[config.mk]
export PLATFORM = sky130hd
export DESIGN_NAME = sts_queue
export DESIGN_NICKNAME = d
export VERILOG_FILES = /design/src/sts_pkg.sv /design/src/sts_queue.sv
export SDC_FILE = /design/constraint.sdc
export NUM_CORES = 1
export LEC_CHECK = 0
export ABC_AREA = 1
export BUFFER_PORTS_ARGS = -buffer_cell sky130_fd_sc_hd__buf_2
export CAP_MARGIN = 10
export CORE_MARGIN = 2
export CORE_UTILIZATION = 57
export DETAILED_ROUTE_END_ITERATION = 6
export MAX_ROUTING_LAYER = met4
export PLACE_DENSITY = 0.77
export SETUP_SLACK_MARGIN = 0.4
export SLEW_MARGIN = 30
export SYNTH_ARGS = -nofsm -noshare
export SYNTH_HDL_FRONTEND = slang
export SYNTH_SLANG_ARGS = --single-unit
export TNS_END_PERCENT = 5
[constraint.sdc]
create_clock -name clk -period 6.75 [get_ports clk]
set_input_delay 2.025 -clock clk [delete_from_list [all_inputs] [get_ports clk]]
set_output_delay 2.025 -clock clk [all_outputs]
set_load 0.005 [all_outputs]
[src/sts_pkg.sv]
package sts_pkg;

  // Counter widths of the scanner.
  localparam int POSITION_WIDTH = 16;
  localparam int LINE_WIDTH     = 16;

  // Widths of the result fields.
  localparam int FIELD_W = 16;
  localparam int KIND_W  = 5;
  localparam int ERR_W   = 2;

  // At most three results leave for one input transaction.
  localparam int MAX_RES     = 3;
  localparam int CNT_W       = $clog2(MAX_RES + 1);
  localparam int QUEUE_DEPTH = 4;
  localparam int QPTR_W      = $clog2(QUEUE_DEPTH);
  localparam int QCNT_W      = $clog2(QUEUE_DEPTH + 1);

  typedef logic [POSITION_WIDTH-1:0] pos_t;
  typedef logic [LINE_WIDTH-1:0]     line_t;

  localparam pos_t  POS_MAX  = '1;
  localparam line_t LINE_MAX = '1;
  localparam line_t LINE_ONE = line_t'(1);

  // Token kinds.
  localparam logic [KIND_W-1:0] K_LPAREN      = 5'd0;
  localparam logic [KIND_W-1:0] K_RPAREN      = 5'd1;
  localparam logic [KIND_W-1:0] K_LBRACE      = 5'd2;
  localparam logic [KIND_W-1:0] K_RBRACE      = 5'd3;
  localparam logic [KIND_W-1:0] K_COMMA       = 5'd4;
  localparam logic [KIND_W-1:0] K_DOT         = 5'd5;
  localparam logic [KIND_W-1:0] K_MINUS       = 5'd6;
  localparam logic [KIND_W-1:0] K_PLUS        = 5'd7;
  localparam logic [KIND_W-1:0] K_SEMI        = 5'd8;
  localparam logic [KIND_W-1:0] K_STAR        = 5'd9;
  localparam logic [KIND_W-1:0] K_STAR_STAR   = 5'd10;
  localparam logic [KIND_W-1:0] K_QUESTION    = 5'd11;
  localparam logic [KIND_W-1:0] K_BANG        = 5'd12;
  localparam logic [KIND_W-1:0] K_BANG_EQ     = 5'd13;
  localparam logic [KIND_W-1:0] K_EQ          = 5'd14;
  localparam logic [KIND_W-1:0] K_EQ_EQ       = 5'd15;
  localparam logic [KIND_W-1:0] K_LT          = 5'd16;
  localparam logic [KIND_W-1:0] K_LT_EQ       = 5'd17;
  localparam logic [KIND_W-1:0] K_GT          = 5'd18;
  localparam logic [KIND_W-1:0] K_GT_EQ       = 5'd19;
  localparam logic [KIND_W-1:0] K_SLASH       = 5'd20;
  localparam logic [KIND_W-1:0] K_SLASH_SLASH = 5'd21;
  localparam logic [KIND_W-1:0] K_STRING      = 5'd22;
  localparam logic [KIND_W-1:0] K_NUMBER      = 5'd23;
  localparam logic [KIND_W-1:0] K_IDENT       = 5'd24;
  localparam logic [KIND_W-1:0] K_NONE        = 5'd0;

  // Error codes.
  localparam logic [ERR_W-1:0] ERR_NONE         = 2'd0;
  localparam logic [ERR_W-1:0] ERR_UNEXPECTED   = 2'd1;
  localparam logic [ERR_W-1:0] ERR_UNTERMINATED = 2'd2;

  // Pending operator codes.
  localparam logic [2:0] OP_STAR  = 3'd0;
  localparam logic [2:0] OP_BANG  = 3'd1;
  localparam logic [2:0] OP_EQ    = 3'd2;
  localparam logic [2:0] OP_LT    = 3'd3;
  localparam logic [2:0] OP_GT    = 3'd4;
  localparam logic [2:0] OP_SLASH = 3'd5;

  // Characters.
  localparam logic [7:0] CH_LPAREN   = 8'h28;
  localparam logic [7:0] CH_RPAREN   = 8'h29;
  localparam logic [7:0] CH_LBRACE   = 8'h7B;
  localparam logic [7:0] CH_RBRACE   = 8'h7D;
  localparam logic [7:0] CH_COMMA    = 8'h2C;
  localparam logic [7:0] CH_DOT      = 8'h2E;
  localparam logic [7:0] CH_MINUS    = 8'h2D;
  localparam logic [7:0] CH_PLUS     = 8'h2B;
  localparam logic [7:0] CH_SEMI     = 8'h3B;
  localparam logic [7:0] CH_QUESTION = 8'h3F;
  localparam logic [7:0] CH_STAR     = 8'h2A;
  localparam logic [7:0] CH_BANG     = 8'h21;
  localparam logic [7:0] CH_EQ       = 8'h3D;
  localparam logic [7:0] CH_LT       = 8'h3C;
  localparam logic [7:0] CH_GT       = 8'h3E;
  localparam logic [7:0] CH_SLASH    = 8'h2F;
  localparam logic [7:0] CH_HASH     = 8'h23;
  localparam logic [7:0] CH_QUOTE    = 8'h22;
  localparam logic [7:0] CH_SPACE    = 8'h20;
  localparam logic [7:0] CH_CR       = 8'h0D;
  localparam logic [7:0] CH_TAB      = 8'h09;
  localparam logic [7:0] CH_NL       = 8'h0A;
  localparam logic [7:0] CH_UNDER    = 8'h5F;
  localparam logic [7:0] CH_0        = 8'h30;
  localparam logic [7:0] CH_9        = 8'h39;
  localparam logic [7:0] CH_LA       = 8'h61;
  localparam logic [7:0] CH_LZ       = 8'h7A;
  localparam logic [7:0] CH_UA       = 8'h41;
  localparam logic [7:0] CH_UZ       = 8'h5A;

  typedef enum logic [3:0] {
    MODE_IDLE,
    MODE_OP,
    MODE_INT,
    MODE_DOT,
    MODE_FRAC,
    MODE_IDENT,
    MODE_STRING,
    MODE_COMMENT,
    MODE_HALTED
  } mode_t;

  typedef struct packed {
    logic [KIND_W-1:0]  kind;
    logic [FIELD_W-1:0] line;
    logic [FIELD_W-1:0] start;
    logic [FIELD_W-1:0] len;
    logic [ERR_W-1:0]   err;
    logic               end_m;
  } result_t;

  // All results caused by one input transaction.
  typedef struct packed {
    logic [CNT_W-1:0]           count;
    result_t [MAX_RES-1:0]      res;
  } bundle_t;

  function automatic pos_t sat_pos(input pos_t a, input pos_t b);
    logic [POSITION_WIDTH:0] sum;
    sum = {1'b0, a} + {1'b0, b};
    return (sum >= {1'b0, POS_MAX}) ? POS_MAX : sum[POSITION_WIDTH-1:0];
  endfunction

  function automatic line_t line_inc(input line_t a);
    return (a == LINE_MAX) ? LINE_MAX : line_t'(a + LINE_ONE);
  endfunction

  function automatic logic digit_char(input logic [7:0] c);
    return (c >= CH_0) && (c <= CH_9);
  endfunction

  function automatic logic letter_char(input logic [7:0] c);
    return ((c >= CH_LA) && (c <= CH_LZ)) || ((c >= CH_UA) && (c <= CH_UZ)) ||
           (c == CH_UNDER);
  endfunction

  function automatic logic is_space(input logic [7:0] c);
    return (c == CH_SPACE) || (c == CH_CR) || (c == CH_TAB);
  endfunction

  // {hit, kind} for single-character tokens that start no longer token.
  function automatic logic [KIND_W:0] punct_lookup(input logic [7:0] c);
    logic [KIND_W:0] r;
    unique case (c)
      CH_LPAREN:   r = {1'b1, K_LPAREN};
      CH_RPAREN:   r = {1'b1, K_RPAREN};
      CH_LBRACE:   r = {1'b1, K_LBRACE};
      CH_RBRACE:   r = {1'b1, K_RBRACE};
      CH_COMMA:    r = {1'b1, K_COMMA};
      CH_DOT:      r = {1'b1, K_DOT};
      CH_MINUS:    r = {1'b1, K_MINUS};
      CH_PLUS:     r = {1'b1, K_PLUS};
      CH_SEMI:     r = {1'b1, K_SEMI};
      CH_QUESTION: r = {1'b1, K_QUESTION};
      default:     r = '0;
    endcase
    return r;
  endfunction

  // {hit, code} for characters that may open a two-character operator.
  function automatic logic [3:0] op_lookup(input logic [7:0] c);
    logic [3:0] r;
    unique case (c)
      CH_STAR:  r = {1'b1, OP_STAR};
      CH_BANG:  r = {1'b1, OP_BANG};
      CH_EQ:    r = {1'b1, OP_EQ};
      CH_LT:    r = {1'b1, OP_LT};
      CH_GT:    r = {1'b1, OP_GT};
      CH_SLASH: r = {1'b1, OP_SLASH};
      default:  r = '0;
    endcase
    return r;
  endfunction

  function automatic logic [KIND_W-1:0] op_kind(input logic [2:0] op);
    logic [KIND_W-1:0] k;
    unique case (op)
      OP_BANG:  k = K_BANG;
      OP_EQ:    k = K_EQ;
      OP_LT:    k = K_LT;
      OP_GT:    k = K_GT;
      OP_SLASH: k = K_SLASH;
      default:  k = K_STAR;
    endcase
    return k;
  endfunction

  function automatic logic [7:0] op_second(input logic [2:0] op);
    logic [7:0] c;
    unique case (op)
      OP_BANG, OP_EQ, OP_LT, OP_GT: c = CH_EQ;
      OP_SLASH:                     c = CH_SLASH;
      default:                      c = CH_STAR;
    endcase
    return c;
  endfunction

  function automatic result_t mk_result(input logic [KIND_W-1:0] kind, input line_t line,
                                        input pos_t start, input pos_t len,
                                        input logic [ERR_W-1:0] err, input logic end_m);
    result_t r;
    r.kind  = kind;
    r.line  = FIELD_W'(line);
    r.start = FIELD_W'(start);
    r.len   = FIELD_W'(len);
    r.err   = err;
    r.end_m = end_m;
    return r;
  endfunction

endpackage

[src/sts_queue.sv]
module sts_queue import sts_pkg::*; (
  input  logic    clk,
  input  logic    rst_n,
  input  logic    push,
  input  bundle_t push_data,
  input  logic    pop,
  output bundle_t head,
  output logic    head_valid,
  output logic    full
);

  bundle_t            mem_r [QUEUE_DEPTH];
  logic [QPTR_W-1:0]  wr_ptr_r;
  logic [QPTR_W-1:0]  rd_ptr_r;
  logic [QCNT_W-1:0]  count_r;

  assign head       = mem_r[rd_ptr_r];
  assign head_valid = (count_r != '0);
  assign full       = (count_r == QCNT_W'(QUEUE_DEPTH));

  always_ff @(posedge clk) begin
    if (push) begin
      mem_r[wr_ptr_r] <= push_data;
    end
  end

  always_ff @(posedge clk) begin
    if (!rst_n) begin
      wr_ptr_r <= '0;
      rd_ptr_r <= '0;
      count_r  <= '0;
    end else begin
      if (push) begin
        wr_ptr_r <= QPTR_W'(wr_ptr_r + 1'b1);
      end
      if (pop) begin
        rd_ptr_r <= QPTR_W'(rd_ptr_r + 1'b1);
      end
      if (push && !pop) begin
        count_r <= QCNT_W'(count_r + 1'b1);
      end else if (pop && !push) begin
        count_r <= QCNT_W'(count_r - 1'b1);
      end
    end
  end

endmodule

==> results of run 1 <==
-- cell type report --
type / count / area, sq um / share of cell area, %
repair buffers: 357 / 1940 / 6.51
clock inverters: 26 / 226 / 0.761
clock buffers: 86 / 1850 / 6.23
well taps: 592 / 741 / 2.49
multi-input cells: 885 / 4250 / 14.3
diodes: 19 / 47.5 / 0.160
flip-flops and latches: 689 / 20600 / 69.2
inverters: 17 / 101 / 0.341
-- registers in the layout (all words and copies together), names as in the netlist, named ones only --
| name | flops |
|---|---|
| mem_r | 680 |
| wr_ptr_r | 2 |
| rd_ptr_r | 2 |
| count_r | 3 |
-- final timing paths --
kind | start | to | slack (ns) | depth (start not counted)
setup / recovery | register | head[132] | 1.42 | 5
hold / removal | rd_ptr_r[1] | register | 0.45 | 1
setup reg to reg | wr_ptr_r[0] | mem_r[0][112] | 4.38 | 5
hold reg to reg | rd_ptr_r[1] | register | 0.45 | 1
-- placed cells by master, fill, tap and decap left out, types with 2 or more instances in the layout --
master and count:
a21oi_1 4, buf_12 8, buf_2 345, buf_4 3, bufinv_16 4, clkbuf_1 13, clkbuf_16 71, clkbuf_8 2
clkinv_1 11, clkinv_2 8, dfxtp_1 7, dfxtp_4 2, diode_2 19, edfxtp_1 680, ha_1 5, inv_1 11
inv_6 4, nand2_1 10, nor2_1 346, o21ai_0 217, o21ai_1 129, o22ai_1 170
-- metal layers --
metal	wire length, um	track usage (%)	vias up
li1	-	-	7106
met1	21700	29.9	7609
met2	26800	38.1	667
met3	5330	7.79	96
met4	1170	7.44	0
met5	0	-	-
-- power groups by stage --
stage / Sequential (mW) / Combinational, mW / Clock, mW
floorplan: 5.04 / 0.431 / 0
global placement: 5.03 / 0.740 / 0
detailed placement: 5.04 / 0.764 / 0
CTS: 4.95 / 0.769 / 3.61
global route: 4.96 / 0.843 / 3.77
finish: 4.95 / 0.766 / 3.55
-- logic make-up (layout without fill, tap and decap cells) --
family,Yosys count,in the layout
AOI/OAI and AO/OA,520,520
adders and majority gates,6,6
and+or+nand+nor,359,359
DFF,689,689
buffers and inverters,129,486
other,0,19
-- per-stage QoR --
stage,utilization (%),worst slack [ns],cell area [sq um]
final,67.0,1.42,29800
after global routing,67.0,1.35,29800
after CTS,66.8,1.65,29700
after detailed placement,62.2,2.30,27600
after global placement,62.2,2.38,27600
after floorplan,-,0.902,25700
==> results.toml, run 1 <==
[run]
drv_cap = 0

[setup_path]
start_kind = "register"
cp-end-kind = "output port"
crit_family = "buffers and inverters"
crit_fanout = 182
worstPathArrival_ns = 3.31
worst-endpoint-required_ns = 4.72
path_cells = "clkinv_8 > buf_12 > o21ai_1 > o22ai_1 > buf_2"
critPathBufInv = 3
worstSetupPathType = "register to output port"
cp_slowest_stage_delay_ns = 0.65
worst_path_max_delay_cell = "dfxtp_4"

[grt]
grt_pass1_vias = 15400
grt_remaining_overflow = 0
antenna_found_initial = 14
grt_first_pass_wirelength_um = 83900
grt_use_total_pct = 24.1
grt_start_max_net_pins = 183

[routing]
drc = 0
drt-pass1-iter-count = 5
drt-wirelength-per-cell_um = 20.6
vias = 15500
viasPerCell = 5.79
drtIter0Drc = 1419
ant_nets = 0
routed_wl_um = 54900

[pwr]
p_seq_share_pct = 53.4
pwr-share-clk_pct = 38.3
p_sw_mw = 2.03
p_comb_share_pct = 8.3
leakage_nw = 10.3
power_mw = 9.27
powerDensity_nw_per_um2 = 311
internal-power_mw = 7.24
p_sw_share_pct = 21.9
ir_worst_vdd_mv = 0.255

[synth]
synth_top_area_share_pct = 79.4
synth_nets = 1883
synth_area_leader_cell = "edfxtp_1"
synth.cell_area_sq_um = 25700
synthSimpleGateAreaFrac_pct = 5.26
synthArstFlopShare_pct = 0
yosys.cell_count.top_type = "edfxtp_1"
syn_inst = 1703
synth-xor-area-share_pct = 0
seq_area_frac_synth_pct = 80.1
synthMuxAreaShare_pct = 0
synth-seq-cells = 689
synth_commonest_cells = "edfxtp_1 (680), nor2_1 (346), o21ai_0 (217), o22ai_1 (170), o21ai_1 (129)"
ys_top_cells_by_area = "edfxtp_1 (79%), nor2_1 (5.1%), o21ai_0 (4.2%)"
yosysWarnings = 0
ys_types = 22
avgSynthCellArea_sq_um = 15.1
yosys_most_used_dff = "edfxtp_1"
synth_top_family_by_area = "compound AO/OA/AOI/OAI gates"
synth-adder-area-share_pct = 0.321
synth_compound_area_share_pct = 10.9
synth-edff-count = 680

[floorplan]
initial_core_util_pct = 57.9
ios = 346
fp.dieH_um = 216
coreArea_sq_um = 44400
fp.dieW_um = 216
die_area_sq_um = 46800
rows = 77

[layout]
finalNetCount = 2198
nFillCells = 2933
drive_gt1_share_pct = 22.0
syn_to_final_growth_pct = 15.8
fin_cells = 2671

[clocking]
root_buffer = "clkbuf_16"
cts_tree = "built"
cts.sinks = 689
clkTransAtPathRegs_ns = 0.06
post_cts_resized = 0
postCtsSetupBuffers = 0
cts_hold_buffers = 0
htreeDepth = 3
clk_path_buf_depth = 3
clkLatencyLatePin_ns = 0.58
numCtsBuffers = 68

[timing]
fin_setup_tns_ns = 0
finClkSkew_ns = 0.0165
maxSlewViolCount = 0
post-route-period-util_pct = 79.0
setup_viol = 0
tightest_slew_ns = 0.975
fmax_mhz = 188
finalHoldViolCount = 0
rsz0062_at_grt = "false"
slew_headroom_pct = 35.0
min_period_ns = 5.33
whs_ns = 0.451

[placed_design]
dp_cells = 2539
gp_congestion = 0.781
dp_hpwl_um = 29300
port_buffers = 345

[run_status]
status = "complete, no violations"

[hold_path]
hp-class = "register to register"
No activity file was read; power rests on OpenSTA's default activity.
==> run 2: changes to the inputs <==
- clock period: 6.75 -> 5.2 ns (I/O delays scaled with it)
==> run 2 against run 1 <==
- clock skew is 0.0024 ns lower
- sequential power is 29% higher
- design area is 0.72% higher
- setup slack worse by 0.32 ns
- sequential cell count stayed put
==> results.toml, run 2 (synthesis gave the netlist of run 1 again) <==
[run_status]
status = "complete, no violations"

[clocking]
clkTransAtPathRegs_ns = 0.06
cts_hold_buffers = 0
postCtsSetupBuffers = 0
cts_tree = "built"
clkLatencyLatePin_ns = 0.59
numCtsBuffers = 68
root_buffer = "clkbuf_16"
htreeDepth = 3
cts.sinks = 689
clk_path_buf_depth = 3
post_cts_resized = 0

[grt]
grt_use_total_pct = 24.1
use_met3_pct = 7.28
grt_remaining_overflow = 0
top_usage_layer = "met2"
grt_first_pass_wirelength_um = 84000
grt_use_met1_pct = 30.2
grt_start_max_net_pins = 185
antenna_found_initial = 18
globalRouteMet2Util_pct = 37.5
grt_pass1_vias = 15500

[placed_design]
dp_cells = 2552
gp_congestion = 0.774
port_buffers = 345
placed_cell_area_sq_um = 27700
pre_cts_ws_ns = 1.79
dp_hpwl_um = 31000

[setup_path]
worstSetupPathType = "register to output port"
worst-endpoint-required_ns = 3.64
start_kind = "register"
cp-end-kind = "output port"
crit_fanout = 105
worstPathArrival_ns = 2.54
cp_slowest_stage_delay_ns = 0.42
worst_path_max_delay_cell = "buf_12"
path_cells = "inv_8 > buf_12 > nor2_1 > o22ai_1 > buf_2"

[timing]
rsz0062_at_grt = "false"
slew_headroom_pct = 36.2
finClkSkew_ns = 0.0140
post-route-period-util_pct = 78.9
whs_ns = 0.489
setup_viol = 0
maxSlewViolCount = 0
finalHoldViolCount = 0
fmax_mhz = 244
min_period_ns = 4.10
setup_slack_ns = 1.10
tightest_slew_ns = 0.957

[routing]
drc = 0
viasPerCell = 5.76
drt-pass1-iter-count = 5
routed_wl_um = 55900
drtIter0Drc = 1529
vias = 15500
ant_nets = 0
drt-wirelength-per-cell_um = 20.7

[hold_path]
hp-class = "register to register"

[floorplan]
ios = 346
rows = 77
coreArea_sq_um = 44400
initial_core_util_pct = 57.9
fp.dieH_um = 216
die_area_sq_um = 46800
fp.dieW_um = 216

[pwr]
internal-power_mw = 9.49
p_comb_share_pct = 8.4
power_mw = 12.2
p_seq_share_pct = 52.5
leakage_nw = 10.4
p_sw_share_pct = 22.2
pwr-share-clk_pct = 39.0
ir_worst_vdd_mv = 0.376
p_sw_mw = 2.71
powerDensity_nw_per_um2 = 407

[layout]
finalNetCount = 2210
fin_cells = 2696
nFillCells = 2906
final_common_cell = "edfxtp_1"
fin_area_sq_um = 30000
top_regs = "mem_r (680), count_r (3)"
final_cell_mix = "edfxtp_1 (680), nor2_1 (346), buf_2 (345), o21ai_0 (217), o22ai_1 (170)"
largest_reg_flops = 680
syn_to_final_growth_pct = 16.6
regMostFlops = "mem_r"
multi_input_area_sq_um = 4250
regArea_sq_um = 20600
drive_gt1_share_pct = 22.7

[run]
drv_cap = 0
## run 2: metal layers
metal  up-vias  part of all wire [%]
met1      7633                    39
li1       7148                     -
met5         -                     0
met4         0                   2.5
met3       102                    10
met2       657                    48
## run 2: path summary, 6_finish.rpt
path                    start  slack (ns)  cells after the start            end
hold reg to reg   rd_ptr_r[1]        0.49                      1       register
setup reg to reg  wr_ptr_r[0]        3.07                      5  mem_r[0][140]
setup / recovery     register        1.10                      5       head[74]
hold / removal    rd_ptr_r[1]        0.49                      1       register
## run 2: worst max-delay path, delay by kind of cell (launching register included)
family | cells | cell delay (ns)
and+or+nand+nor | 1 | 0.08
AOI/OAI and AO/OA | 1 | 0.29
buffers and inverters | 3 | 1.00
DFF | 1 | 0.38
## run 2: per-stage QoR
stage | util, % | TNS [ns]
6_report | 67.5 | 0
5_1_grt | 67.5 | 0
4_1_cts | 67.4 | 0
3_5_place_dp | 62.5 | 0
3_3_place_gp | 62.5 | 0
2_1_floorplan | - | -93.35
## run 2: layout make-up
cell class | instances | area share, %
clock buffers | 83 | 6.07
flip-flops and latches | 689 | 68.7
inverters | 17 | 0.309
repair buffers | 369 | 6.86
multi-input cells | 885 | 14.2
diodes | 26 | 0.217
well taps | 592 | 2.47
clock inverters | 35 | 1.15
## run 2: power by group through the flow
stage / Sequential (mW) / Clock (mW) / Combinational, mW
after floorplan: 6.54 / 0 / 0.560
after global placement: 6.51 / 0 / 0.991
after detailed placement: 6.52 / 0 / 1.02
after CTS: 6.41 / 4.83 / 1.03
after global routing: 6.42 / 5.03 / 1.13
final: 6.41 / 4.76 / 1.03
