$ cat src/sts_pkg.sv
package sts_pkg;

  // Counter widths of the scanner.
  localparam int POSITION_WIDTH = 16;
  localparam int LINE_WIDTH     = 16;

  // Widths of the result fields.
  localparam int FIELD_W = 16;
  localparam int KIND_W  = 5;
  localparam int ERR_W   = 2;

  // At most three results leave for one input transaction.
  localparam int MAX_RES     = 3;
  localparam int CNT_W       = $clog2(MAX_RES + 1);
  localparam int QUEUE_DEPTH = 4;
  localparam int QPTR_W      = $clog2(QUEUE_DEPTH);
  localparam int QCNT_W      = $clog2(QUEUE_DEPTH + 1);

  typedef logic [POSITION_WIDTH-1:0] pos_t;
  typedef logic [LINE_WIDTH-1:0]     line_t;

  localparam pos_t  POS_MAX  = '1;
  localparam line_t LINE_MAX = '1;
  localparam line_t LINE_ONE = line_t'(1);

  // Token kinds.
  localparam logic [KIND_W-1:0] K_LPAREN      = 5'd0;
  localparam logic [KIND_W-1:0] K_RPAREN      = 5'd1;
  localparam logic [KIND_W-1:0] K_LBRACE      = 5'd2;
  localparam logic [KIND_W-1:0] K_RBRACE      = 5'd3;
  localparam logic [KIND_W-1:0] K_COMMA       = 5'd4;
  localparam logic [KIND_W-1:0] K_DOT         = 5'd5;
  localparam logic [KIND_W-1:0] K_MINUS       = 5'd6;
  localparam logic [KIND_W-1:0] K_PLUS        = 5'd7;
  localparam logic [KIND_W-1:0] K_SEMI        = 5'd8;
  localparam logic [KIND_W-1:0] K_STAR        = 5'd9;
  localparam logic [KIND_W-1:0] K_STAR_STAR   = 5'd10;
  localparam logic [KIND_W-1:0] K_QUESTION    = 5'd11;
  localparam logic [KIND_W-1:0] K_BANG        = 5'd12;
  localparam logic [KIND_W-1:0] K_BANG_EQ     = 5'd13;
  localparam logic [KIND_W-1:0] K_EQ          = 5'd14;
  localparam logic [KIND_W-1:0] K_EQ_EQ       = 5'd15;
  localparam logic [KIND_W-1:0] K_LT          = 5'd16;
  localparam logic [KIND_W-1:0] K_LT_EQ       = 5'd17;
  localparam logic [KIND_W-1:0] K_GT          = 5'd18;
  localparam logic [KIND_W-1:0] K_GT_EQ       = 5'd19;
  localparam logic [KIND_W-1:0] K_SLASH       = 5'd20;
  localparam logic [KIND_W-1:0] K_SLASH_SLASH = 5'd21;
  localparam logic [KIND_W-1:0] K_STRING      = 5'd22;
  localparam logic [KIND_W-1:0] K_NUMBER      = 5'd23;
  localparam logic [KIND_W-1:0] K_IDENT       = 5'd24;
  localparam logic [KIND_W-1:0] K_NONE        = 5'd0;

  // Error codes.
  localparam logic [ERR_W-1:0] ERR_NONE         = 2'd0;
  localparam logic [ERR_W-1:0] ERR_UNEXPECTED   = 2'd1;
  localparam logic [ERR_W-1:0] ERR_UNTERMINATED = 2'd2;

  // Pending operator codes.
  localparam logic [2:0] OP_STAR  = 3'd0;
  localparam logic [2:0] OP_BANG  = 3'd1;
  localparam logic [2:0] OP_EQ    = 3'd2;
  localparam logic [2:0] OP_LT    = 3'd3;
  localparam logic [2:0] OP_GT    = 3'd4;
  localparam logic [2:0] OP_SLASH = 3'd5;

  // Characters.
  localparam logic [7:0] CH_LPAREN   = 8'h28;
  localparam logic [7:0] CH_RPAREN   = 8'h29;
  localparam logic [7:0] CH_LBRACE   = 8'h7B;
  localparam logic [7:0] CH_RBRACE   = 8'h7D;
  localparam logic [7:0] CH_COMMA    = 8'h2C;
  localparam logic [7:0] CH_DOT      = 8'h2E;
  localparam logic [7:0] CH_MINUS    = 8'h2D;
  localparam logic [7:0] CH_PLUS     = 8'h2B;
  localparam logic [7:0] CH_SEMI     = 8'h3B;
  localparam logic [7:0] CH_QUESTION = 8'h3F;
  localparam logic [7:0] CH_STAR     = 8'h2A;
  localparam logic [7:0] CH_BANG     = 8'h21;
  localparam logic [7:0] CH_EQ       = 8'h3D;
  localparam logic [7:0] CH_LT       = 8'h3C;
  localparam logic [7:0] CH_GT       = 8'h3E;
  localparam logic [7:0] CH_SLASH    = 8'h2F;
  localparam logic [7:0] CH_HASH     = 8'h23;
  localparam logic [7:0] CH_QUOTE    = 8'h22;
  localparam logic [7:0] CH_SPACE    = 8'h20;
  localparam logic [7:0] CH_CR       = 8'h0D;
  localparam logic [7:0] CH_TAB      = 8'h09;
  localparam logic [7:0] CH_NL       = 8'h0A;
  localparam logic [7:0] CH_UNDER    = 8'h5F;
  localparam logic [7:0] CH_0        = 8'h30;
  localparam logic [7:0] CH_9        = 8'h39;
  localparam logic [7:0] CH_LA       = 8'h61;
  localparam logic [7:0] CH_LZ       = 8'h7A;
  localparam logic [7:0] CH_UA       = 8'h41;
  localparam logic [7:0] CH_UZ       = 8'h5A;

  typedef enum logic [3:0] {
    MODE_IDLE,
    MODE_OP,
    MODE_INT,
    MODE_DOT,
    MODE_FRAC,
    MODE_IDENT,
    MODE_STRING,
    MODE_COMMENT,
    MODE_HALTED
  } mode_t;

  typedef struct packed {
    logic [KIND_W-1:0]  kind;
    logic [FIELD_W-1:0] line;
    logic [FIELD_W-1:0] start;
    logic [FIELD_W-1:0] len;
    logic [ERR_W-1:0]   err;
    logic               end_m;
  } result_t;

  // All results caused by one input transaction.
  typedef struct packed {
    logic [CNT_W-1:0]           count;
    result_t [MAX_RES-1:0]      res;
  } bundle_t;

  function automatic pos_t sat_pos(input pos_t a, input pos_t b);
    logic [POSITION_WIDTH:0] sum;
    sum = {1'b0, a} + {1'b0, b};
    return (sum >= {1'b0, POS_MAX}) ? POS_MAX : sum[POSITION_WIDTH-1:0];
  endfunction

  function automatic line_t line_inc(input line_t a);
    return (a == LINE_MAX) ? LINE_MAX : line_t'(a + LINE_ONE);
  endfunction

  function automatic logic digit_char(input logic [7:0] c);
    return (c >= CH_0) && (c <= CH_9);
  endfunction

  function automatic logic letter_char(input logic [7:0] c);
    return ((c >= CH_LA) && (c <= CH_LZ)) || ((c >= CH_UA) && (c <= CH_UZ)) ||
           (c == CH_UNDER);
  endfunction

  function automatic logic is_space(input logic [7:0] c);
    return (c == CH_SPACE) || (c == CH_CR) || (c == CH_TAB);
  endfunction

  // {hit, kind} for single-character tokens that start no longer token.
  function automatic logic [KIND_W:0] punct_lookup(input logic [7:0] c);
    logic [KIND_W:0] r;
    unique case (c)
      CH_LPAREN:   r = {1'b1, K_LPAREN};
      CH_RPAREN:   r = {1'b1, K_RPAREN};
      CH_LBRACE:   r = {1'b1, K_LBRACE};
      CH_RBRACE:   r = {1'b1, K_RBRACE};
      CH_COMMA:    r = {1'b1, K_COMMA};
      CH_DOT:      r = {1'b1, K_DOT};
      CH_MINUS:    r = {1'b1, K_MINUS};
      CH_PLUS:     r = {1'b1, K_PLUS};
      CH_SEMI:     r = {1'b1, K_SEMI};
      CH_QUESTION: r = {1'b1, K_QUESTION};
      default:     r = '0;
    endcase
    return r;
  endfunction

  // {hit, code} for characters that may open a two-character operator.
  function automatic logic [3:0] op_lookup(input logic [7:0] c);
    logic [3:0] r;
    unique case (c)
      CH_STAR:  r = {1'b1, OP_STAR};
      CH_BANG:  r = {1'b1, OP_BANG};
      CH_EQ:    r = {1'b1, OP_EQ};
      CH_LT:    r = {1'b1, OP_LT};
      CH_GT:    r = {1'b1, OP_GT};
      CH_SLASH: r = {1'b1, OP_SLASH};
      default:  r = '0;
    endcase
    return r;
  endfunction

  function automatic logic [KIND_W-1:0] op_kind(input logic [2:0] op);
    logic [KIND_W-1:0] k;
    unique case (op)
      OP_BANG:  k = K_BANG;
      OP_EQ:    k = K_EQ;
      OP_LT:    k = K_LT;
      OP_GT:    k = K_GT;
      OP_SLASH: k = K_SLASH;
      default:  k = K_STAR;
    endcase
    return k;
  endfunction

  function automatic logic [7:0] op_second(input logic [2:0] op);
    logic [7:0] c;
    unique case (op)
      OP_BANG, OP_EQ, OP_LT, OP_GT: c = CH_EQ;
      OP_SLASH:                     c = CH_SLASH;
      default:                      c = CH_STAR;
    endcase
    return c;
  endfunction

  function automatic result_t mk_result(input logic [KIND_W-1:0] kind, input line_t line,
                                        input pos_t start, input pos_t len,
                                        input logic [ERR_W-1:0] err, input logic end_m);
    result_t r;
    r.kind  = kind;
    r.line  = FIELD_W'(line);
    r.start = FIELD_W'(start);
    r.len   = FIELD_W'(len);
    r.err   = err;
    r.end_m = end_m;
    return r;
  endfunction

endpackage

$ cat src/sts_if.sv
interface sts_in_if;
  logic       valid;
  logic       ready;
  logic [7:0] char_byte;
  logic       end_of_source;

  modport source(output valid, char_byte, end_of_source, input ready);
  modport sink(input valid, char_byte, end_of_source, output ready);
endinterface


$ cat src/sts_front.sv
module sts_front import sts_pkg::*; (
  input  logic       clk,
  input  logic       rst_n,
  sts_in_if.sink     in_ch,
  input  logic       q_full,
  output logic       push,
  output bundle_t    push_data
);

  mode_t      mode_r, mode_nxt;
  logic [2:0] pend_r, pend_nxt;
  line_t      line_r, line_nxt;
  pos_t       pos_r, pos_nxt;
  pos_t       tstart_r, tstart_nxt;
  pos_t       tlen_r, tlen_nxt;

  logic            accept;
  logic [7:0]      c;
  logic            eos;
  logic [KIND_W:0] punct;
  logic [3:0]      opl;
  logic            dig;
  logic            alnum;
  logic            unexpected;
  logic            do_idle;
  bundle_t         bundle_c;
  logic [CNT_W-1:0] cnt;

  assign in_ch.ready = !q_full;
  assign accept      = in_ch.valid && in_ch.ready;
  assign c           = in_ch.char_byte;
  assign eos         = in_ch.end_of_source;

  assign punct      = punct_lookup(c);
  assign opl        = op_lookup(c);
  assign dig        = digit_char(c);
  assign alnum      = dig || letter_char(c);
  assign unexpected = !punct[KIND_W] && !opl[3] && (c != CH_HASH) && (c != CH_QUOTE) &&
                      !is_space(c) && (c != CH_NL) && !alnum;

  // The current mode hands the byte on to the idle scan.
  always_comb begin
    unique case (mode_r)
      MODE_HALTED:  do_idle = 1'b0;
      MODE_OP:      do_idle = (c != op_second(pend_r));
      MODE_INT:     do_idle = !dig && (c != CH_DOT);
      MODE_DOT:     do_idle = !dig;
      MODE_FRAC:    do_idle = !dig;
      MODE_IDENT:   do_idle = !alnum;
      MODE_STRING:  do_idle = 1'b0;
      MODE_COMMENT: do_idle = (c == CH_NL);
      default:      do_idle = 1'b1;
    endcase
  end

  // Next state.
  always_comb begin
    mode_nxt   = mode_r;
    pend_nxt   = pend_r;
    line_nxt   = line_r;
    tstart_nxt = tstart_r;
    tlen_nxt   = tlen_r;
    pos_nxt    = sat_pos(pos_r, pos_t'(1));
    if (eos) begin
      mode_nxt   = MODE_IDLE;
      pend_nxt   = OP_STAR;
      line_nxt   = LINE_ONE;
      pos_nxt    = '0;
      tstart_nxt = '0;
      tlen_nxt   = '0;
    end else begin
      unique case (mode_r)
        MODE_HALTED: ;
        MODE_OP:     mode_nxt = MODE_IDLE;
        MODE_INT: begin
          if (dig) begin
            tlen_nxt = sat_pos(tlen_r, pos_t'(1));
          end else if (c == CH_DOT) begin
            mode_nxt = MODE_DOT;
          end else begin
            mode_nxt = MODE_IDLE;
          end
        end
        MODE_DOT: begin
          if (dig) begin
            tlen_nxt = sat_pos(tlen_r, pos_t'(2));
            mode_nxt = MODE_FRAC;
          end else begin
            mode_nxt = MODE_IDLE;
          end
        end
        MODE_FRAC, MODE_IDENT: begin
          if (!do_idle) begin
            tlen_nxt = sat_pos(tlen_r, pos_t'(1));
          end else begin
            mode_nxt = MODE_IDLE;
          end
        end
        MODE_STRING: begin
          if (c == CH_QUOTE) begin
            mode_nxt = MODE_IDLE;
          end else begin
            tlen_nxt = sat_pos(tlen_r, pos_t'(1));
          end
        end
        MODE_COMMENT: begin
          if (c == CH_NL) begin
            mode_nxt = MODE_IDLE;
          end
        end
        default: mode_nxt = MODE_IDLE;
      endcase
      if (do_idle) begin
        priority if (punct[KIND_W]) begin
        end else if (opl[3]) begin
          mode_nxt   = MODE_OP;
          pend_nxt   = opl[2:0];
          tstart_nxt = pos_r;
          tlen_nxt   = pos_t'(1);
        end else if (c == CH_HASH) begin
          mode_nxt = MODE_COMMENT;
        end else if (c == CH_QUOTE) begin
          mode_nxt   = MODE_STRING;
          tstart_nxt = sat_pos(pos_r, pos_t'(1));
          tlen_nxt   = '0;
        end else if (is_space(c)) begin
        end else if (c == CH_NL) begin
          line_nxt = line_inc(line_r);
        end else if (dig) begin
          mode_nxt   = MODE_INT;
          tstart_nxt = pos_r;
          tlen_nxt   = pos_t'(1);
        end else if (alnum) begin
          mode_nxt   = MODE_IDENT;
          tstart_nxt = pos_r;
          tlen_nxt   = pos_t'(1);
        end else begin
          mode_nxt = MODE_HALTED;
        end
      end
    end
  end

  // Results of this transaction, in order.
  always_comb begin
    bundle_c = '0;
    cnt      = '0;
    if (eos) begin
      unique case (mode_r)
        MODE_OP: begin
          bundle_c.res[cnt] = mk_result(op_kind(pend_r), line_r, tstart_r, pos_t'(1),
                                        ERR_NONE, 1'b0);
          cnt = CNT_W'(cnt + 1'b1);
        end
        MODE_INT, MODE_FRAC: begin
          bundle_c.res[cnt] = mk_result(K_NUMBER, line_r, tstart_r, tlen_r, ERR_NONE, 1'b0);
          cnt = CNT_W'(cnt + 1'b1);
        end
        MODE_DOT: begin
          bundle_c.res[cnt] = mk_result(K_NUMBER, line_r, tstart_r, tlen_r, ERR_NONE, 1'b0);
          cnt = CNT_W'(cnt + 1'b1);
          bundle_c.res[cnt] = mk_result(K_DOT, line_r, sat_pos(tstart_r, tlen_r), pos_t'(1),
                                        ERR_NONE, 1'b0);
          cnt = CNT_W'(cnt + 1'b1);
        end
        MODE_IDENT: begin
          bundle_c.res[cnt] = mk_result(K_IDENT, line_r, tstart_r, tlen_r, ERR_NONE, 1'b0);
          cnt = CNT_W'(cnt + 1'b1);
        end
        MODE_STRING: begin
          bundle_c.res[cnt] = mk_result(K_NONE, line_r, tstart_r, tlen_r,
                                        ERR_UNTERMINATED, 1'b0);
          cnt = CNT_W'(cnt + 1'b1);
        end
        default: ;
      endcase
      bundle_c.res[cnt] = mk_result(K_NONE, line_r, pos_r, '0, ERR_NONE, 1'b1);
      cnt = CNT_W'(cnt + 1'b1);
    end else begin
      unique case (mode_r)
        MODE_OP: begin
          if (do_idle) begin
            bundle_c.res[cnt] = mk_result(op_kind(pend_r), line_r, tstart_r, pos_t'(1),
                                          ERR_NONE, 1'b0);
          end else begin
            bundle_c.res[cnt] = mk_result(KIND_W'(op_kind(pend_r) + 1'b1), line_r, tstart_r,
                                          pos_t'(2), ERR_NONE, 1'b0);
          end
          cnt = CNT_W'(cnt + 1'b1);
        end
        MODE_INT, MODE_FRAC: begin
          if (do_idle) begin
            bundle_c.res[cnt] = mk_result(K_NUMBER, line_r, tstart_r, tlen_r, ERR_NONE, 1'b0);
            cnt = CNT_W'(cnt + 1'b1);
          end
        end
        MODE_DOT: begin
          if (do_idle) begin
            bundle_c.res[cnt] = mk_result(K_NUMBER, line_r, tstart_r, tlen_r, ERR_NONE, 1'b0);
            cnt = CNT_W'(cnt + 1'b1);
            bundle_c.res[cnt] = mk_result(K_DOT, line_r, sat_pos(tstart_r, tlen_r),
                                          pos_t'(1), ERR_NONE, 1'b0);
            cnt = CNT_W'(cnt + 1'b1);
          end
        end
        MODE_IDENT: begin
          if (do_idle) begin
            bundle_c.res[cnt] = mk_result(K_IDENT, line_r, tstart_r, tlen_r, ERR_NONE, 1'b0);
            cnt = CNT_W'(cnt + 1'b1);
          end
        end
        MODE_STRING: begin
          if (c == CH_QUOTE) begin
            bundle_c.res[cnt] = mk_result(K_STRING, line_r, tstart_r, tlen_r, ERR_NONE, 1'b0);
            cnt = CNT_W'(cnt + 1'b1);
          end
        end
        default: ;
      endcase
      if (do_idle) begin
        if (punct[KIND_W]) begin
          bundle_c.res[cnt] = mk_result(punct[KIND_W-1:0], line_r, pos_r, pos_t'(1),
                                        ERR_NONE, 1'b0);
          cnt = CNT_W'(cnt + 1'b1);
        end else if (unexpected) begin
          bundle_c.res[cnt] = mk_result(K_NONE, line_r, pos_r, pos_t'(1),
                                        ERR_UNEXPECTED, 1'b0);
          cnt = CNT_W'(cnt + 1'b1);
        end
      end
    end
    bundle_c.count = cnt;
  end

  assign push      = accept && (bundle_c.count != '0);
  assign push_data = bundle_c;

  always_ff @(posedge clk) begin
    if (!rst_n) begin
      mode_r   <= MODE_IDLE;
      pend_r   <= OP_STAR;
      line_r   <= LINE_ONE;
      pos_r    <= '0;
      tstart_r <= '0;
      tlen_r   <= '0;
    end else if (accept) begin
      mode_r   <= mode_nxt;
      pend_r   <= pend_nxt;
      line_r   <= line_nxt;
      pos_r    <= pos_nxt;
      tstart_r <= tstart_nxt;
      tlen_r   <= tlen_nxt;
    end
  end

endmodule

$ cat src/flat_wrapper.sv
// flat-port wrapper written by rule: the top's interface ports become plain ports
module sts_front_flat import sts_pkg::*;
  (clk, rst_n, q_full, push, push_data, in_ch_valid, in_ch_char_byte, in_ch_end_of_source, in_ch_ready);
  sts_in_if in_ch_i ();
  input  logic clk;
  input  logic rst_n;
  input  logic q_full;
  output logic push;
  output bundle_t push_data;
  input wire logic [$bits(in_ch_i.valid)-1:0] in_ch_valid;
  input wire logic [$bits(in_ch_i.char_byte)-1:0] in_ch_char_byte;
  input wire logic [$bits(in_ch_i.end_of_source)-1:0] in_ch_end_of_source;
  output wire logic [$bits(in_ch_i.ready)-1:0] in_ch_ready;
  assign in_ch_i.valid = in_ch_valid;
  assign in_ch_i.char_byte = in_ch_char_byte;
  assign in_ch_i.end_of_source = in_ch_end_of_source;
  assign in_ch_ready = in_ch_i.ready;
  sts_front u_core (.clk(clk), .rst_n(rst_n), .in_ch(in_ch_i), .q_full(q_full), .push(push), .push_data(push_data));
endmodule
$ cat config.mk
export PLATFORM = sky130hd
export DESIGN_NAME = sts_front_flat
export DESIGN_NICKNAME = d
export VERILOG_FILES = /design/src/sts_pkg.sv /design/src/sts_if.sv /design/src/sts_front.sv /design/src/flat_wrapper.sv
export SDC_FILE = /design/constraint.sdc
export NUM_CORES = 1
export LEC_CHECK = 0
export ABC_AREA = 1
export BUFFER_PORTS_ARGS = -buffer_cell sky130_fd_sc_hd__buf_2
export CORE_ASPECT_RATIO = 1.1
export CORE_MARGIN = 5
export CORE_UTILIZATION = 42
export DETAILED_ROUTE_END_ITERATION = 6
export PLACE_DENSITY_LB_ADDON = 0.25
export REMOVE_ABC_BUFFERS = 1
export SKIP_CTS_REPAIR_TIMING = 1
export SLEW_MARGIN = 40
export SYNTH_ARGS = -nofsm -noshare
export SYNTH_HDL_FRONTEND = slang
export SYNTH_SLANG_ARGS = --single-unit
$ cat constraint.sdc
create_clock -name clk -period 6.1 [get_ports clk]
set_clock_uncertainty 0.2 [all_clocks]
set_input_delay 0.305 -clock clk [delete_from_list [all_inputs] [get_ports clk]]
set_output_delay 0.305 -clock clk [all_outputs]
set_load 0.01 [all_outputs]
==> flow_metrics.env <==
export IMPL_grt_pass1_wl_um=55000
export IMPL_critPathCaptureType="primary output"
export IMPL_rsz0062_at_grt="no"
export IMPL_cp_arrival_ns=4.25
export IMPL_start_kind="flip-flop"
export IMPL_hold_viol=0
export IMPL_post_route_util_pct=46.7
export IMPL_ant_nets=0
export IMPL_seq_area_um2=1420
export IMPL_io_buffer_count=150
export IMPL_clkSinkCount=71
export IMPL_clk_path_buf_depth=2
export IMPL_layout_min_cycle_time_ns=4.76
export IMPL_antenna_found_initial=0
export IMPL_max_cap_violations=0
export IMPL_crit_fanout=18
export IMPL_start_util_pct=42.4
export IMPL_syn_area_um2=9310
export IMPL_fillCellCount=2432
export IMPL_synth_edf_count=0
export IMPL_area_growth_pct=10.2
export IMPL_dp_final_hpwl_um=26400
export IMPL_clkLatencyLatePin_ns=0.35
export IMPL_status="finished, violations left"
export IMPL_r2r_end="u_core.tlen_r[10]$_SDFFE_PN0P_"
export IMPL_grt_max_degree=56
export IMPL_fin_crit_sh_pct=78.0
export IMPL_wl_met2_um=15600
export IMPL_via_per_inst=5.46
export IMPL_r2r_slack_ns=2.85
export IMPL_diodes=0
export IMPL_ys_types=55
export IMPL_die_area_um2=25200
export IMPL_maxSlewHeadroom_pct=48.0
export IMPL_drt_total_wl_um=34100
export IMPL_worstMarginPinSlew_ns=0.780
export IMPL_power_density_nw_per_um2=120
export IMPL_cts_made_buffers=9
export IMPL_critPathSlowestCell="nor2_2"
export IMPL_violations="design-rule violations"
export IMPL_hp_start="rst_n"
export IMPL_cpMostUsedCell="nand2_1"
export IMPL_drv_slew=0
export IMPL_clkTransAtPathRegs_ns=0.06
export IMPL_layout_cells_non_filler=2085
export IMPL_cts_tree="yes"
export IMPL_yosysSeqAreaShare_pct=15.3
export IMPL_cellLeakagePower_nw=4.83
export IMPL_track_usage_pct=25.9
export IMPL_root_buffer="clkbuf_16"
export IMPL_layout_commonest_cell="nand2_1"
export IMPL_die_w_um=152
export IMPL_htree_levels=3
export IMPL_syn_mean_instance_area_um2=5.48
export IMPL_r2r_cells=17
export IMPL_path_cells="nor2_1 -> nand3_1 -> nand2_1 -> nor2_2 -> nand2_1 -> nand2_1 -> nand2_1 -> inv_1 -> ha_1 -> nor2_1 -> clkinv_1 -> nor2_2 -> nor3_1 -> buf_2"
export IMPL_drt_iter0_markers=1078
export IMPL_route_detailed_drc=3
export IMPL_hold_path_cell_count=3
export IMPL_final_nets=1829
export IMPL_rows=57
export IMPL_wl_met1_um=14700
export IMPL_drt_pass1_iterations=7
export IMPL_synth_async_reset_ratio_pct=0
export IMPL_ys_seq_elements=71
export IMPL_cp_data_required_time_ns=5.59
export IMPL_placed_cells=2069
export IMPL_path_class="reg2out"
export IMPL_holdPathEnd="u_core.line_r[11]$_SDFFE_PN0P_"
export IMPL_dieHeight_um=166
export IMPL_max_freq_mhz=210
export IMPL_hp_class="in2reg"
export IMPL_ir_worst_vdd_mv=0.124
export IMPL_setup_viol=0
export IMPL_top_layer="met4"
export IMPL_vias=11400
export IMPL_multi_input_area_um2=6760
export IMPL_synth_top_flop_cell="dfxtp_1"
export IMPL_syn_instance_count=1697
export IMPL_gp_congestion=1.03
export IMPL_gr_total_overflow=0
export IMPL_routed_wl_met3_um=2720
export IMPL_grt_pass1_vias=10600
export IMPL_mostFrequentLayoutCells="532 x nand2_1, 217 x nor2_1, 150 x buf_2"
export IMPL_yosysWarningCount=0
export IMPL_critPathMaxStageDelay_ns=0.83
export IMPL_core_area_um2=22000
export IMPL_io_pins=185
export IMPL_drive_gt1_share_pct=13.5
export IMPL_wl_per_cell_um=16.3
export IMPL_reg2reg_from="u_core.tlen_r[2]$_SDFFE_PN0P_"
export IMPL_finalSetupTns_ns=0
[stage by stage]
step / hold WS, ns / area [um2] / setup WS [ns] / total power, mW
after floorplan: 0.226 / 8790 / 2.49 / 0.624
after global placement: 0.287 / 9950 / 1.43 / 0.694
after detailed placement: 0.292 / 9960 / 1.37 / 0.694
after CTS: 0.180 / 10300 / 1.36 / 1.23
after global routing: 0.198 / 10300 / 1.08 / 1.28
final: 0.190 / 10300 / 1.34 / 1.23
[kinds of logic after synthesis]
family | synth area share (%)
other | 0.0403
buffers and inverters | 13.5
XOR/XNOR | 3.11
flip-flops | 15.3
AND/OR/NAND/NOR | 47.8
AO/OA/AOI/OAI | 16.1
adder cells (fa/ha/maj) | 4.25
[cell usage after synthesis, types with 2 or more instances]
| cell type | number | share of area [%] |
|---|---|---|
| o211ai_1 | 14 | 1.1 |
| o21ai_0 | 56 | 3.0 |
| a31oi_1 | 3 | 0.20 |
| o32ai_1 | 15 | 1.4 |
| nand3_2 | 10 | 1.1 |
| o21bai_1 | 5 | 0.40 |
| a21o_1 | 2 | 0.16 |
| nand3_1 | 141 | 7.6 |
| ha_1 | 30 | 4.0 |
| nand4_1 | 42 | 2.8 |
| inv_1 | 137 | 5.5 |
| buf_6 | 3 | 0.36 |
| o21a_1 | 3 | 0.24 |
| nor2_1 | 218 | 8.8 |
| nor2_2 | 8 | 0.54 |
| a21oi_1 | 115 | 6.2 |
| buf_4 | 45 | 3.6 |
| and3_1 | 2 | 0.13 |
| a21boi_0 | 8 | 0.65 |
| nand2_1 | 532 | 21 |
| nor3_1 | 36 | 1.9 |
| clkinv_1 | 5 | 0.20 |
| and2_1 | 2 | 0.13 |
| buf_1 | 2 | 0.081 |
| nor2_4 | 6 | 0.73 |
| xor2_1 | 26 | 2.4 |
| inv_2 | 20 | 0.81 |
| a22oi_1 | 6 | 0.48 |
| o31ai_1 | 3 | 0.24 |
| nand2_2 | 14 | 0.94 |
| o21ai_1 | 18 | 0.97 |
| dfxtp_1 | 71 | 15 |
| nor4_1 | 2 | 0.13 |
| xnor2_1 | 7 | 0.66 |
| nand3b_1 | 11 | 0.89 |
| buf_2 | 25 | 1.3 |
| clkbuf_1 | 36 | 1.5 |
[cell type report]
| type | count | share of cell area [%] |
|---|---|---|
| Multi-Input combinational cell | 1385 | 65.9 |
| Clock inverter | 5 | 0.561 |
| Inverter | 162 | 5.95 |
| Timing Repair Buffer | 156 | 7.76 |
| Tap cell | 295 | 3.60 |
| Sequential cell | 71 | 13.9 |
| Clock buffer | 11 | 2.37 |
[worst max path at each step]
stage                                  start             to  slack (ns)  depth (start not counted)
2_1_floorplan  u_core.tlen_r[0]$_SDFFE_PN0P_  push_data[76]        2.49                         13
3_3_place_gp   u_core.mode_r[2]$_SDFFE_PN0P_  push_data[47]        1.43                         15
3_5_place_dp              in_ch_char_byte[4]  push_data[24]        1.37                         18
4_1_cts                   in_ch_char_byte[4]  push_data[24]        1.36                         18
5_1_grt        u_core.mode_r[3]$_SDFFE_PN0P_  push_data[41]        1.08                         14
6_report       u_core.mode_r[3]$_SDFFE_PN0P_  push_data[35]        1.34                         14
[critical path, delay by kind of cell, from the launching register on]
kind	cells	cell delay, ns
fa+ha+maj	1	0.21
simple gates	10	2.44
flops	1	0.35
buf+inv	3	0.87
[sequential cells by signal, indices dropped and copies added (netlist names)]
name             cells
u_core.line_r       16
u_core.tlen_r       16
u_core.tstart_r     16
u_core.mode_r        4
u_core.pos_r        16
u_core.pend_r        3
[metal layers]
metal  GRT usage [%]  vias up
met5               0        -
met3            3.91       83
met4            9.30        0
met1            34.4     5095
met2            42.8      551
li1                -     5660
[where the power goes]
part	switching (mW)	internal [mW]
combinational	0.160	0.0515
clock	0.213	0.328
sequential	0.00687	0.470
(Power assumes the default switching activity.)
